--- src/design/stalarm_pkg.sv ---
// ----------------------------------------------------------------------------
// stalarm_pkg
// Shared widths, codes and types for the sustained threshold alarm.
// ----------------------------------------------------------------------------
`default_nettype none

package stalarm_pkg;

    localparam int TIME_W   = 32;
    localparam int PCT_W    = 14;
    localparam int RATE_W   = 40;
    localparam int VALUE_W  = 40;
    localparam int METRIC_W = 3;
    localparam int MS_W     = 27;
    localparam int SUSR_W   = 28;
    localparam int CFG_IDX_W  = 3;
    localparam int CFG_DATA_W = 40;
    localparam int S_TDATA_W  = 144;
    localparam int M_TDATA_W  = 80;

    // Reciprocal of 125 scaled by 2^32 and rounded up.
    localparam logic [25:0] SUS_RECIP_125 = 26'd34359739;

    // Metric codes.
    localparam logic [METRIC_W-1:0] METRIC_CPU      = 3'd0;
    localparam logic [METRIC_W-1:0] METRIC_MEMORY   = 3'd1;
    localparam logic [METRIC_W-1:0] METRIC_DOWNLOAD = 3'd2;
    localparam logic [METRIC_W-1:0] METRIC_UPLOAD   = 3'd3;
    localparam logic [METRIC_W-1:0] METRIC_LINK     = 3'd4;

    // Configuration register indexes.
    localparam logic [CFG_IDX_W-1:0] REG_RULE_ENABLED  = 3'd0;
    localparam logic [CFG_IDX_W-1:0] REG_METRIC_SELECT = 3'd1;
    localparam logic [CFG_IDX_W-1:0] REG_TRIGGER_BELOW = 3'd2;
    localparam logic [CFG_IDX_W-1:0] REG_THRESHOLD     = 3'd3;
    localparam logic [CFG_IDX_W-1:0] REG_SUSTAIN_MS    = 3'd4;
    localparam logic [CFG_IDX_W-1:0] REG_COOLDOWN_MS   = 3'd5;

    // Event kinds.
    localparam logic EVENT_TRIGGERED = 1'b0;
    localparam logic EVENT_RECOVERED = 1'b1;

    typedef struct packed {
        logic                rule_enabled;
        logic [METRIC_W-1:0] metric_select;
        logic                trigger_below;
        logic [VALUE_W-1:0]  threshold;
        logic [SUSR_W-1:0]   sustain_round;  // sustain rounded up to whole seconds
        logic [MS_W-1:0]     cooldown_ms;
    } cfg_t;

    typedef struct packed {
        logic [TIME_W-1:0]  time_ms;
        logic [VALUE_W-1:0] value;
    } sample_t;

    typedef struct packed {
        logic                kind;
        logic [METRIC_W-1:0] metric;
        logic [VALUE_W-1:0]  value;
        logic [TIME_W-1:0]   time_ms;
    } event_t;

endpackage

`default_nettype wire

--- src/design/stalarm_cfg.sv ---
// ----------------------------------------------------------------------------
// stalarm_cfg
// Configuration registers, with the sustain time rounded up to seconds.
// ----------------------------------------------------------------------------
`default_nettype none

module stalarm_cfg (
    input  wire logic                                  aclk,
    input  wire logic                                  aresetn,
    input  wire logic                                  cfg_wr_en,
    input  wire logic [stalarm_pkg::CFG_IDX_W-1:0]     cfg_index,
    input  wire logic [stalarm_pkg::CFG_DATA_W-1:0]    cfg_wdata,
    output stalarm_pkg::cfg_t                          cfg
);

    // Whole elapsed seconds reach the sustain time exactly when the raw
    // elapsed time reaches 1000 * ceil(sustain / 1000). The quotient uses
    // (s + 999) / 8 times a reciprocal of 125 scaled by 2^32.

    stalarm_pkg::cfg_t cfg_reg;
    stalarm_pkg::cfg_t cfg_next;

    logic [27:0] sus_bias;
    logic [24:0] sus_div8;
    logic [50:0] sus_prod;
    logic [17:0] sus_sec;
    logic [stalarm_pkg::SUSR_W-1:0] sus_round;

    always_comb begin
        sus_bias  = {1'b0, cfg_wdata[stalarm_pkg::MS_W-1:0]} + 28'd999;
        sus_div8  = sus_bias[27:3];
        sus_prod  = {26'd0, sus_div8} * {25'd0, stalarm_pkg::SUS_RECIP_125};
        sus_sec   = sus_prod[49:32];
        sus_round = {sus_sec, 10'd0} - {6'd0, sus_sec, 4'd0} - {7'd0, sus_sec, 3'd0};
    end

    always_comb begin
        cfg_next = cfg_reg;
        if (cfg_wr_en) begin
            case (cfg_index)
                stalarm_pkg::REG_RULE_ENABLED:  cfg_next.rule_enabled = cfg_wdata[0];
                stalarm_pkg::REG_METRIC_SELECT:
                    cfg_next.metric_select = cfg_wdata[stalarm_pkg::METRIC_W-1:0];
                stalarm_pkg::REG_TRIGGER_BELOW: cfg_next.trigger_below = cfg_wdata[0];
                stalarm_pkg::REG_THRESHOLD:
                    cfg_next.threshold = cfg_wdata[stalarm_pkg::VALUE_W-1:0];
                stalarm_pkg::REG_SUSTAIN_MS:    cfg_next.sustain_round = sus_round;
                stalarm_pkg::REG_COOLDOWN_MS:
                    cfg_next.cooldown_ms = cfg_wdata[stalarm_pkg::MS_W-1:0];
                default: ;
            endcase
        end
    end

    always_ff @(posedge aclk) begin
        if (!aresetn) begin
            cfg_reg <= '0;
        end else begin
            cfg_reg <= cfg_next;
        end
    end

    assign cfg = cfg_reg;

endmodule

`default_nettype wire

--- src/design/stalarm_in_stage.sv ---
// ----------------------------------------------------------------------------
// stalarm_in_stage
// Input register: takes a sample and keeps its time and selected metric.
// ----------------------------------------------------------------------------
`default_nettype none

module stalarm_in_stage (
    input  wire logic                                  aclk,
    input  wire logic                                  aresetn,
    input  wire logic                                  s_tvalid,
    output      logic                                  s_tready,
    input  wire logic [stalarm_pkg::S_TDATA_W-1:0]     s_tdata,
    input  wire logic [stalarm_pkg::METRIC_W-1:0]      metric_select,
    input  wire logic                                  advance,
    output      logic                                  smp_valid,
    output      stalarm_pkg::sample_t                  smp
);

    logic                 valid_reg;
    logic                 valid_next;
    stalarm_pkg::sample_t smp_reg;
    stalarm_pkg::sample_t smp_next;
    logic                 take;

    assign s_tready = !valid_reg || advance;
    assign take     = s_tvalid && s_tready;

    always_comb begin
        smp_next.time_ms = s_tdata[31:0];
        case (metric_select)
            stalarm_pkg::METRIC_CPU:      smp_next.value = {26'd0, s_tdata[45:32]};
            stalarm_pkg::METRIC_MEMORY:   smp_next.value = {26'd0, s_tdata[59:46]};
            stalarm_pkg::METRIC_DOWNLOAD: smp_next.value = s_tdata[99:60];
            stalarm_pkg::METRIC_UPLOAD:   smp_next.value = s_tdata[139:100];
            stalarm_pkg::METRIC_LINK:     smp_next.value = {39'd0, s_tdata[140]};
            default:                      smp_next.value = '0;
        endcase
        if (take) begin
            valid_next = 1'b1;
        end else if (advance) begin
            valid_next = 1'b0;
        end else begin
            valid_next = valid_reg;
        end
    end

    always_ff @(posedge aclk) begin
        if (!aresetn) begin
            valid_reg <= 1'b0;
        end else begin
            valid_reg <= valid_next;
        end
    end

    always_ff @(posedge aclk) begin
        if (take) begin
            smp_reg <= smp_next;
        end
    end

    assign smp_valid = valid_reg;
    assign smp       = smp_reg;

endmodule

`default_nettype wire

--- src/design/stalarm_eval.sv ---
// ----------------------------------------------------------------------------
// stalarm_eval
// Rule evaluation: breach test, alarm state and the result register.
// ----------------------------------------------------------------------------
`default_nettype none

module stalarm_eval (
    input  wire logic                   aclk,
    input  wire logic                   aresetn,
    input  wire stalarm_pkg::cfg_t      cfg,
    input  wire logic                   smp_valid,
    input  wire stalarm_pkg::sample_t   smp,
    output      logic                   advance,
    output      logic                   evt_valid,
    output      stalarm_pkg::event_t    evt,
    input  wire logic                   evt_ready
);

    logic [stalarm_pkg::TIME_W-1:0] start_time_reg, start_time_next;
    logic                           start_valid_reg, start_valid_next;
    logic [stalarm_pkg::TIME_W-1:0] trig_time_reg, trig_time_next;
    logic                           trig_valid_reg, trig_valid_next;
    logic                           active_reg, active_next;
    logic                           out_valid_reg, out_valid_next;
    stalarm_pkg::event_t            evt_reg, evt_next;

    logic                           breach;
    logic [stalarm_pkg::TIME_W-1:0] start_eff;
    logic [stalarm_pkg::TIME_W-1:0] elapsed;
    logic [stalarm_pkg::TIME_W-1:0] since_trig;
    logic                           sustained;
    logic                           cooled;
    logic                           fire;
    logic                           emit;

    // The sample moves on whenever the result slot is free or being drained.
    assign advance = smp_valid && (!out_valid_reg || evt_ready);

    always_comb begin
        breach     = cfg.trigger_below ? (smp.value < cfg.threshold)
                                       : (smp.value > cfg.threshold);
        start_eff  = start_valid_reg ? start_time_reg : smp.time_ms;
        elapsed    = smp.time_ms - start_eff;
        since_trig = smp.time_ms - trig_time_reg;
        sustained  = elapsed >= {4'd0, cfg.sustain_round};
        cooled     = !trig_valid_reg || (since_trig >= {5'd0, cfg.cooldown_ms});
        fire       = !active_reg && sustained && cooled;

        start_time_next  = start_time_reg;
        start_valid_next = start_valid_reg;
        trig_time_next   = trig_time_reg;
        trig_valid_next  = trig_valid_reg;
        active_next      = active_reg;
        emit             = 1'b0;

        evt_next.kind    = breach ? stalarm_pkg::EVENT_TRIGGERED
                                  : stalarm_pkg::EVENT_RECOVERED;
        evt_next.metric  = cfg.metric_select;
        evt_next.value   = smp.value;
        evt_next.time_ms = smp.time_ms;

        if (advance && cfg.rule_enabled) begin
            if (breach) begin
                start_valid_next = 1'b1;
                start_time_next  = start_eff;
                if (fire) begin
                    active_next     = 1'b1;
                    trig_valid_next = 1'b1;
                    trig_time_next  = smp.time_ms;
                    emit            = 1'b1;
                end
            end else begin
                start_valid_next = 1'b0;
                start_time_next  = '0;
                if (active_reg) begin
                    active_next = 1'b0;
                    emit        = 1'b1;
                end
            end
        end

        if (advance) begin
            out_valid_next = emit;
        end else if (evt_ready) begin
            out_valid_next = 1'b0;
        end else begin
            out_valid_next = out_valid_reg;
        end
    end

    always_ff @(posedge aclk) begin
        if (!aresetn) begin
            start_time_reg  <= '0;
            start_valid_reg <= 1'b0;
            trig_time_reg   <= '0;
            trig_valid_reg  <= 1'b0;
            active_reg      <= 1'b0;
            out_valid_reg   <= 1'b0;
        end else begin
            start_time_reg  <= start_time_next;
            start_valid_reg <= start_valid_next;
            trig_time_reg   <= trig_time_next;
            trig_valid_reg  <= trig_valid_next;
            active_reg      <= active_next;
            out_valid_reg   <= out_valid_next;
        end
    end

    always_ff @(posedge aclk) begin
        if (emit) begin
            evt_reg <= evt_next;
        end
    end

    assign evt_valid = out_valid_reg;
    assign evt       = evt_reg;

endmodule

`default_nettype wire

--- src/design/sustained_threshold_alarm_top.sv ---
// Path: an accepted sample passes the evaluation stage and shows its event,
// if any, in the result register, given the output is free.
// Throughput: one sample per clock while the output is free, set by the
// single evaluation stage between the input register and the result register.
// Reset: synchronous active-low aresetn clears the control registers, the
// alarm state and both channel valids; the rule comes out of reset disabled.
// ----------------------------------------------------------------------------
// sustained_threshold_alarm_top
// One alarm rule with a sustain time and a cooldown, evaluated per sample.
// ----------------------------------------------------------------------------
`default_nettype none

module sustained_threshold_alarm_top (
    input  wire logic                                  aclk,
    input  wire logic                                  aresetn,

    // Configuration write port, register index per the rule's list.
    input  wire logic                                  cfg_wr_en,
    input  wire logic [stalarm_pkg::CFG_IDX_W-1:0]     cfg_index,
    input  wire logic [stalarm_pkg::CFG_DATA_W-1:0]    cfg_wdata,

    // Sample stream.
    input  wire logic                                  s_tvalid,
    output      logic                                  s_tready,
    // s_tdata, from bit 0: sample_time_ms[31:0], cpu_percent_x100[45:32],
    // memory_percent_x100[59:46], download_rate[99:60], upload_rate[139:100],
    // link_up[140], zero fill [143:141].
    input  wire logic [stalarm_pkg::S_TDATA_W-1:0]     s_tdata,

    // Event stream.
    output      logic                                  m_tvalid,
    input  wire logic                                  m_tready,
    // m_tdata, from bit 0: event_metric[2:0], event_value[42:3],
    // event_time_ms[74:43], zero fill [79:75].
    output      logic [stalarm_pkg::M_TDATA_W-1:0]     m_tdata,
    // m_tuser: event_kind (0 triggered, 1 recovered).
    output      logic                                  m_tuser
);

    stalarm_pkg::cfg_t    cfg;
    stalarm_pkg::sample_t smp;
    stalarm_pkg::event_t  evt;
    logic                 smp_valid;
    logic                 advance;

    // The configuration registers hold the rule. The sustain time is kept
    // already rounded up to whole seconds, so the per-sample test is a
    // plain compare of the raw elapsed time.
    stalarm_cfg u_cfg (
        .aclk      (aclk),
        .aresetn   (aresetn),
        .cfg_wr_en (cfg_wr_en),
        .cfg_index (cfg_index),
        .cfg_wdata (cfg_wdata),
        .cfg       (cfg)
    );

    // The input stage registers the sample time and the selected metric.
    // It accepts a new sample whenever its slot is empty or being handed on,
    // so a waiting event does not stop the stream while the slot can move.
    stalarm_in_stage u_in (
        .aclk          (aclk),
        .aresetn       (aresetn),
        .s_tvalid      (s_tvalid),
        .s_tready      (s_tready),
        .s_tdata       (s_tdata),
        .metric_select (cfg.metric_select),
        .advance       (advance),
        .smp_valid     (smp_valid),
        .smp           (smp)
    );

    // The evaluation stage runs the breach test against the stored state,
    // updates the state and loads the result register when an event fires.
    stalarm_eval u_eval (
        .aclk      (aclk),
        .aresetn   (aresetn),
        .cfg       (cfg),
        .smp_valid (smp_valid),
        .smp       (smp),
        .advance   (advance),
        .evt_valid (m_tvalid),
        .evt       (evt),
        .evt_ready (m_tready)
    );

    assign m_tdata = {5'd0, evt.time_ms, evt.value, evt.metric};
    assign m_tuser = evt.kind;

endmodule

`default_nettype wire

--- config.mk ---
export PLATFORM = sky130hd
export DESIGN_NAME = sustained_threshold_alarm_top
export DESIGN_NICKNAME = d
export VERILOG_FILES = /design/src/design/stalarm_pkg.sv /design/src/design/stalarm_cfg.sv /design/src/design/stalarm_in_stage.sv /design/src/design/stalarm_eval.sv /design/src/design/sustained_threshold_alarm_top.sv
export SDC_FILE = /design/constraint.sdc
export NUM_CORES = 1
export LEC_CHECK = 0
export ABC_AREA = 0
export ABC_CLOCK_PERIOD_IN_PS = 15500
export BUFFER_PORTS_ARGS = -buffer_cell sky130_fd_sc_hd__buf_2
export CAP_MARGIN = 5
export CORE_AREA = 2 2 262 264
export CTS_CLUSTER_SIZE = 14
export DETAILED_ROUTE_END_ITERATION = 8
export DIE_AREA = 0 0 264 266
export PLACE_DENSITY = 0.63
export SYNTH_ARGS = -nofsm -noshare
export SYNTH_HDL_FRONTEND = slang
export SYNTH_HIERARCHICAL = 1
export SYNTH_SLANG_ARGS = --single-unit
--- constraint.sdc ---
create_clock -name aclk -period 15.5 [get_ports aclk]
set_clock_uncertainty 0.1 [all_clocks]
set_input_delay 3.1 -clock aclk [delete_from_list [all_inputs] [get_ports aclk]]
set_output_delay 3.1 -clock aclk [all_outputs]
set_load 0.02 [all_outputs]
== Word-level counts from Yosys, hierarchy flattened ==
Index checks and enable logic that the tools add are counted.
Word-level totals
  register bits after elaboration: 317
  logic and storage cells: 79
  output and inout bits: 83
  bits of input ports: 192
Cells by class
  reduce and logical (&&, ||, !) cells: 24
  eq/ne operators: 10
  multiply operators: 1
  add/subtract/negate cells: 5
  mux-type cells: 16
  $lt $le $gt $ge: 4
Operator list (number)
  40-bit one-hot mux with 5 select lines: 1
  32-bit 2-to-1 mux: 2
  32-bit subtractor: 2
  25-bit by 26-bit multiplier with 50-bit output (second input constant): 1
  40-bit > comparator: 1
  40-bit less-than comparator: 1
  32-bit by 27-bit greater-or-equal comparator with 1-bit output: 1
  32-bit by 28-bit greater-or-equal comparator with 1-bit output: 1
  27-bit by 10-bit adder with 28-bit output (second input constant): 1
  28-bit by 21-bit subtractor with 28-bit output: 1
  28-bit by 22-bit subtractor with 28-bit output: 1
  2-bit AND reduction: 7
  1-bit 2-to-1 mux: 13
  3-bit by 2-bit == test with 1-bit output (second input constant): 4
  3-bit == test (second input constant): 3
  3-bit by 1-bit == test with 1-bit output (second input constant): 2
  3-bit zero test: 2
  1-bit logical AND: 5
  1-bit zero test: 4
  2-bit nonzero test: 2
  1-bit logical OR: 3
  3-bit AND reduction: 1
  2-bit inequality test (second input constant): 1

== Longest topological paths before layout ==
  word-level depth: 9
  gate-level depth with buffers: 47
  gate-level depth less buffers: 47

== Cells and area by module ==
The synthesis kept the hierarchy.
Modules (own cells, without submodules)
  stalarm_cfg: seq. area each 1941.9 sq um, area each 15637.5 sq um, instances 1, cells an instance 1780
  stalarm_eval: seq. area each 3643.5 sq um, area each 11419.7 sq um, instances 1, cells an instance 1296
  stalarm_in_stage: seq. area each 2182.1 sq um, area each 2945.3 sq um, instances 1, cells an instance 147
  sustained_threshold_alarm_top: seq. area each 0.0 sq um, area each 41.3 sq um, instances 1, cells an instance 6

== Worst setup path after synthesis ==
Ideal clock, no wire load.
  kind: input port to flip-flop
  start: in cfg_wdata[0] (netlist bit)
  end: reg u_cfg.cfg_reg (netlist bit u_cfg/cfg[53])
  slack: 1.854 ns
  arrival time: 13.469 ns
  buffers on the path: 1
  setup time: 0.078 ns
  required time: 15.322 ns
  cell stages on the path: 45
  path through: o31a_1 > a211o_2 > or4_1 > nand4_1 > nor2_1 > nand4_1 > inv_1 > and3_1 > nand2_1 > xor2_1 > inv_1 > ha_1 > fa_1 > inv_1 > fa_1 > inv_1 > fa_1 > fa_1 > [... 9 more ...] > nor2_1 > nor3_1 > nand2_1 > nand2_1 > xnor2_1 > inv_1 > ha_1 > or2_2 > ha_1 > clkbuf_1 > a21o_1 > a21o_1 > or3_1 > a31o_2 > a32oi_1 > nand3_2 > and3_1 > nor3_1
On the way
  word-level cells in the longest chain between the ends: 4
Ends and longest elaborated chain
  start, declared: RTL line sustained_threshold_alarm_top.sv:20  | input wire logic [stalarm_pkg::CFG_DATA_W-1:0] cfg_wdata,
  27-bit by 10-bit adder with 28-bit output (*): RTL line stalarm_cfg.sv:30  | sus_bias = {1'b0, cfg_wdata[stalarm_pkg::MS_W-1:0]} + 28'd999;
  25-bit by 26-bit multiplier with 50-bit output (*): RTL line stalarm_cfg.sv:32  | sus_prod = {26'd0, sus_div8} * {25'd0, stalarm_pkg::SUS_RECIP_125};
  28-bit by 22-bit subtractor with 28-bit output: RTL line stalarm_cfg.sv:34  | sus_round = {sus_sec, 10'd0} - {6'd0, sus_sec, 4'd0} - {7'd0, sus_sec, 3'd0};
  28-bit by 21-bit subtractor with 28-bit output (*): RTL line stalarm_cfg.sv:34
  end signal, assigned: RTL line stalarm_cfg.sv:59  | cfg_reg <= cfg_next;
  end, declared: RTL line stalarm_cfg.sv:20  | stalarm_pkg::cfg_t cfg_reg;
Every way passes the cells marked *; elsewhere a longest branch is shown, timed or not.
A chain may end at the register's enable or synchronous reset.

== Final worst setup path ==
Same ends and word-level chain as after synthesis.

==> reports/qor.csv <==
stage,metric,value,unit
outcome,outcome,finished clean,
floorplanning,die_area,70200,um2
place,place_area,32400,um2
synthesis,synth_top_family_by_area,adder cells,
clock_network,clk_pin_slew_worst_paths,60,ps
min_path,hold_start,u_cfg/cfg[38],
synthesis,syn_inst,3229,
route,drt_wl_total,80700,um
worst_setup_path,critical_path.slowest_cell,xnor2_1,
synthesis,yosys.area.top_type,ha_1,
synthesis,synthFlopType,dfxtp_1,
synthesis,synthMuxAreaShare,0.0344,
route,routedWlPerCell,18.4,um
floorplanning,die_height,266,um
worst_setup_path,cp_max_fo,8,
layout,fin_nets,4325,
synthesis,synthesis.area,30000,um2
clock_network,cts.sinks,314,
min_path,whs_path_depth,2,
worst_setup_path,timing.critical_path.mode_cell,fa_1,
synthesis,synth-simple-area-share,0.122,
clock_network,insertion_delay,590,ps
layout,fillers,6461,
worst_setup_path,startpoint_type,input pin,
synthesis,synth_edf_count,148,
min_path,hold-path-endpoint,u_cfg/cfg[38],
synthesis,synth_area_leaders,"ha_1, edfxtp_1, fa_1, dfxtp_1, inv_1",
synthesis,ys.warnings.count,6,
place,hpwl,66000,um
global_route,grt_pass1_vias,22900,
route,postRouteAntennaNets,0,
sta,rsz0062_at_grt,no,
route,num_vias,23500,
worst_setup_path,rr_worst_depth,22,
synthesis,synth-seq-cells,314,
floorplanning,die_w,264,um
clock_network,htreeDepth,1,
worst_setup_path,cp_slowest_stage_delay,880,ps
global_route,overflow,0,
sta,clock.fmax,68.0,MHz
synthesis,synth-async-reset-ratio,0,
synthesis,synth_top_area_share,0.184,
worst_setup_path,end_kind,flop,
clock_network,cts_hold_buf,0,
worst_setup_path,r2r_start,u_eval/start_valid_reg,
layout,regArea,7770,um2
sta,hold_violations,0,
global_route,grt_max_degree,87,
synthesis,synth-xor-area-share,0.0323,
layout,finalInstanceArea,33400,um2
worst_setup_path,critPathKind,input pin to flop,
worst_setup_path,required,15900,ps
sta,min_period,14700,ps
sta,slew_headroom,0.153,
layout,multiInputGateArea,19800,um2
floorplanning,initial_utilization,0.443,
global_route,track_usage,0.228,
synthesis,synth_compound_area_frac,0.143,
floorplanning,row_count,96,
layout,syn2layout_area_growth,11.2,%
route,via_per_inst,5.35,
layout,drive_gt1_frac,0.122,
sta,setup_viol,0,
clock_network,tritoncts,built,
route,dr.pass1.iters,5,
sta,period_share,0.948,
clock_network,postCtsSetupBuffers,0,
place,post-place-ws,316,ps
worst_setup_path,reg2reg_slack,7990,ps
worst_setup_path,r2r-end,u_eval/evt[38],
sta,setup_slack,801,ps
global_route,antenna_found_initial,3,
global_route,grt_pass1_wl,127000,um
place,globalplace.congestion,0.935,
clock_network,cts_root_buf,clkbuf_16,
clock_network,clk_path_buf_depth,3,
clock_network,cts_resized,0,
min_path,hp-class,flop to flop,
synthesis,avgSynthCellArea,9.30,um2
clock_network,cts_inserted_buffers,31,
synthesis,ys_seq_area_frac,0.259,
synthesis,synthAdderAreaFrac,0.325,
synthesis,ys_types,103,
layout,largest_reg_flops,97,
worst_setup_path,crit_arrival,15100,ps
sta,worstMarginPinSlew,1270,ps
flow_run,drv_cap,0,
route,drt_iter0_drc,1408,
floorplanning,core_area,67700,um2
route,drc,0,
place,numPortBuffers,266,
sta,drv_slew,0,
sta,finalSetupTns,0,ps
floorplanning,io_pins,275,
[critical path: cells and delay by family]
kind / cells / cell delay [ps]
AOI/OAI and AO/OA: 13 / 3150
adders and majority gates: 10 / 4650
xor gates and xnor gates: 2 / 1240
and+or+nand+nor: 10 / 2310
buffers and inverters: 6 / 610
[routing by layer]
| metal | global-route usage | routed length, um | vias to the layer above |
|---|---|---|---|
| li1 | - | - | 11500 |
| met3 | 0.0280 | 3920 | 88 |
| met4 | 0.0421 | 1540 | 4 |
| met2 | 0.375 | 37000 | 578 |
| met1 | 0.324 | 38200 | 11300 |
| met5 | 0 | 24 | - |
[kinds of logic (layout without fill, tap and decap cells)]
kind of cell,Yosys count,after routing
AND/OR/NAND/NOR,773,773
other,2,11
multiplexers,87,87
adder cells (fa/ha/maj),654,654
XOR/XNOR,110,110
AO/OA/AOI/OAI,653,653
flip-flops,314,314
buffers and inverters,636,905
[per-stage QoR]
stage / instances / hold slack [ps] / util
floorplan: 3235 / 324 / -
global placement: 4328 / 335 / 0.478
detailed placement: 4328 / 343 / 0.478
CTS: 4386 / 354 / 0.493
global route: 4386 / 368 / 0.493
finish: 4389 / 352 / 0.493
[cells in the mapped netlist (17+ instances only)]
| cell type | number |
|---|---|
| nand2b_1 | 24 |
| edfxtp_1 | 148 |
| xnor2_1 | 70 |
| a21oi_1 | 242 |
| clkbuf_1 | 70 |
| dfxtp_1 | 166 |
| inv_1 | 529 |
| o21ai_0 | 93 |
| fa_1 | 212 |
| a22o_1 | 27 |
| mux2i_1 | 73 |
| nand4_1 | 40 |
| nor2b_1 | 54 |
| a21o_1 | 64 |
| and3_1 | 17 |
| o21a_1 | 24 |
| nor2_1 | 133 |
| xor2_1 | 39 |
| o211ai_1 | 19 |
| nand2_1 | 341 |
| a22oi_1 | 31 |
| nand3_1 | 57 |
| ha_1 | 442 |
| nor3_1 | 24 |
[cells in the final DEF, fill, tap and decap left out, types with 17 or more instances in the layout]
master	count
nor3_1	24
and3_1	17
a21oi_1	241
nand4_1	40
mux2i_1	73
xnor2_1	70
o21ai_0	93
a21o_1	64
a22oi_1	31
ha_1	442
clkbuf_16	34
a22o_1	27
nand2b_1	24
nand3_1	57
inv_1	529
nor2_1	133
buf_2	265
o21a_1	24
buf_4	51
dfxtp_1	165
xor2_1	39
fa_1	212
nor2b_1	54
nand2_1	340
o211ai_1	19
edfxtp_1	148
[area by class of cell]
type | instances | area share
multi-input cells | 2285 | 0.592
flip-flops and latches | 314 | 0.233
inverters | 531 | 0.0597
repair buffers | 316 | 0.0512
well taps | 882 | 0.0330
clock buffers | 43 | 0.0283
clock inverters | 15 | 0.00270
diodes | 3 | 0.000225
[worst max-delay path by stage]
stage	from	cells after the start	slack, ps	end
global placement	cfg_wdata[0]	43	380	u_cfg/cfg[54]
floorplan	cfg_wdata[0]	45	1850	u_cfg/cfg[53]
detailed placement	cfg_wdata[0]	42	320	u_cfg/cfg[54]
finish	cfg_wdata[0]	41	800	u_cfg/cfg[53]
global route	cfg_wdata[0]	42	50	u_cfg/cfg[54]
CTS	cfg_wdata[0]	42	880	u_cfg/cfg[54]
Power is not shown: default switching activity piles up to over one toggle a cycle in this logic, so the estimate is an artifact.
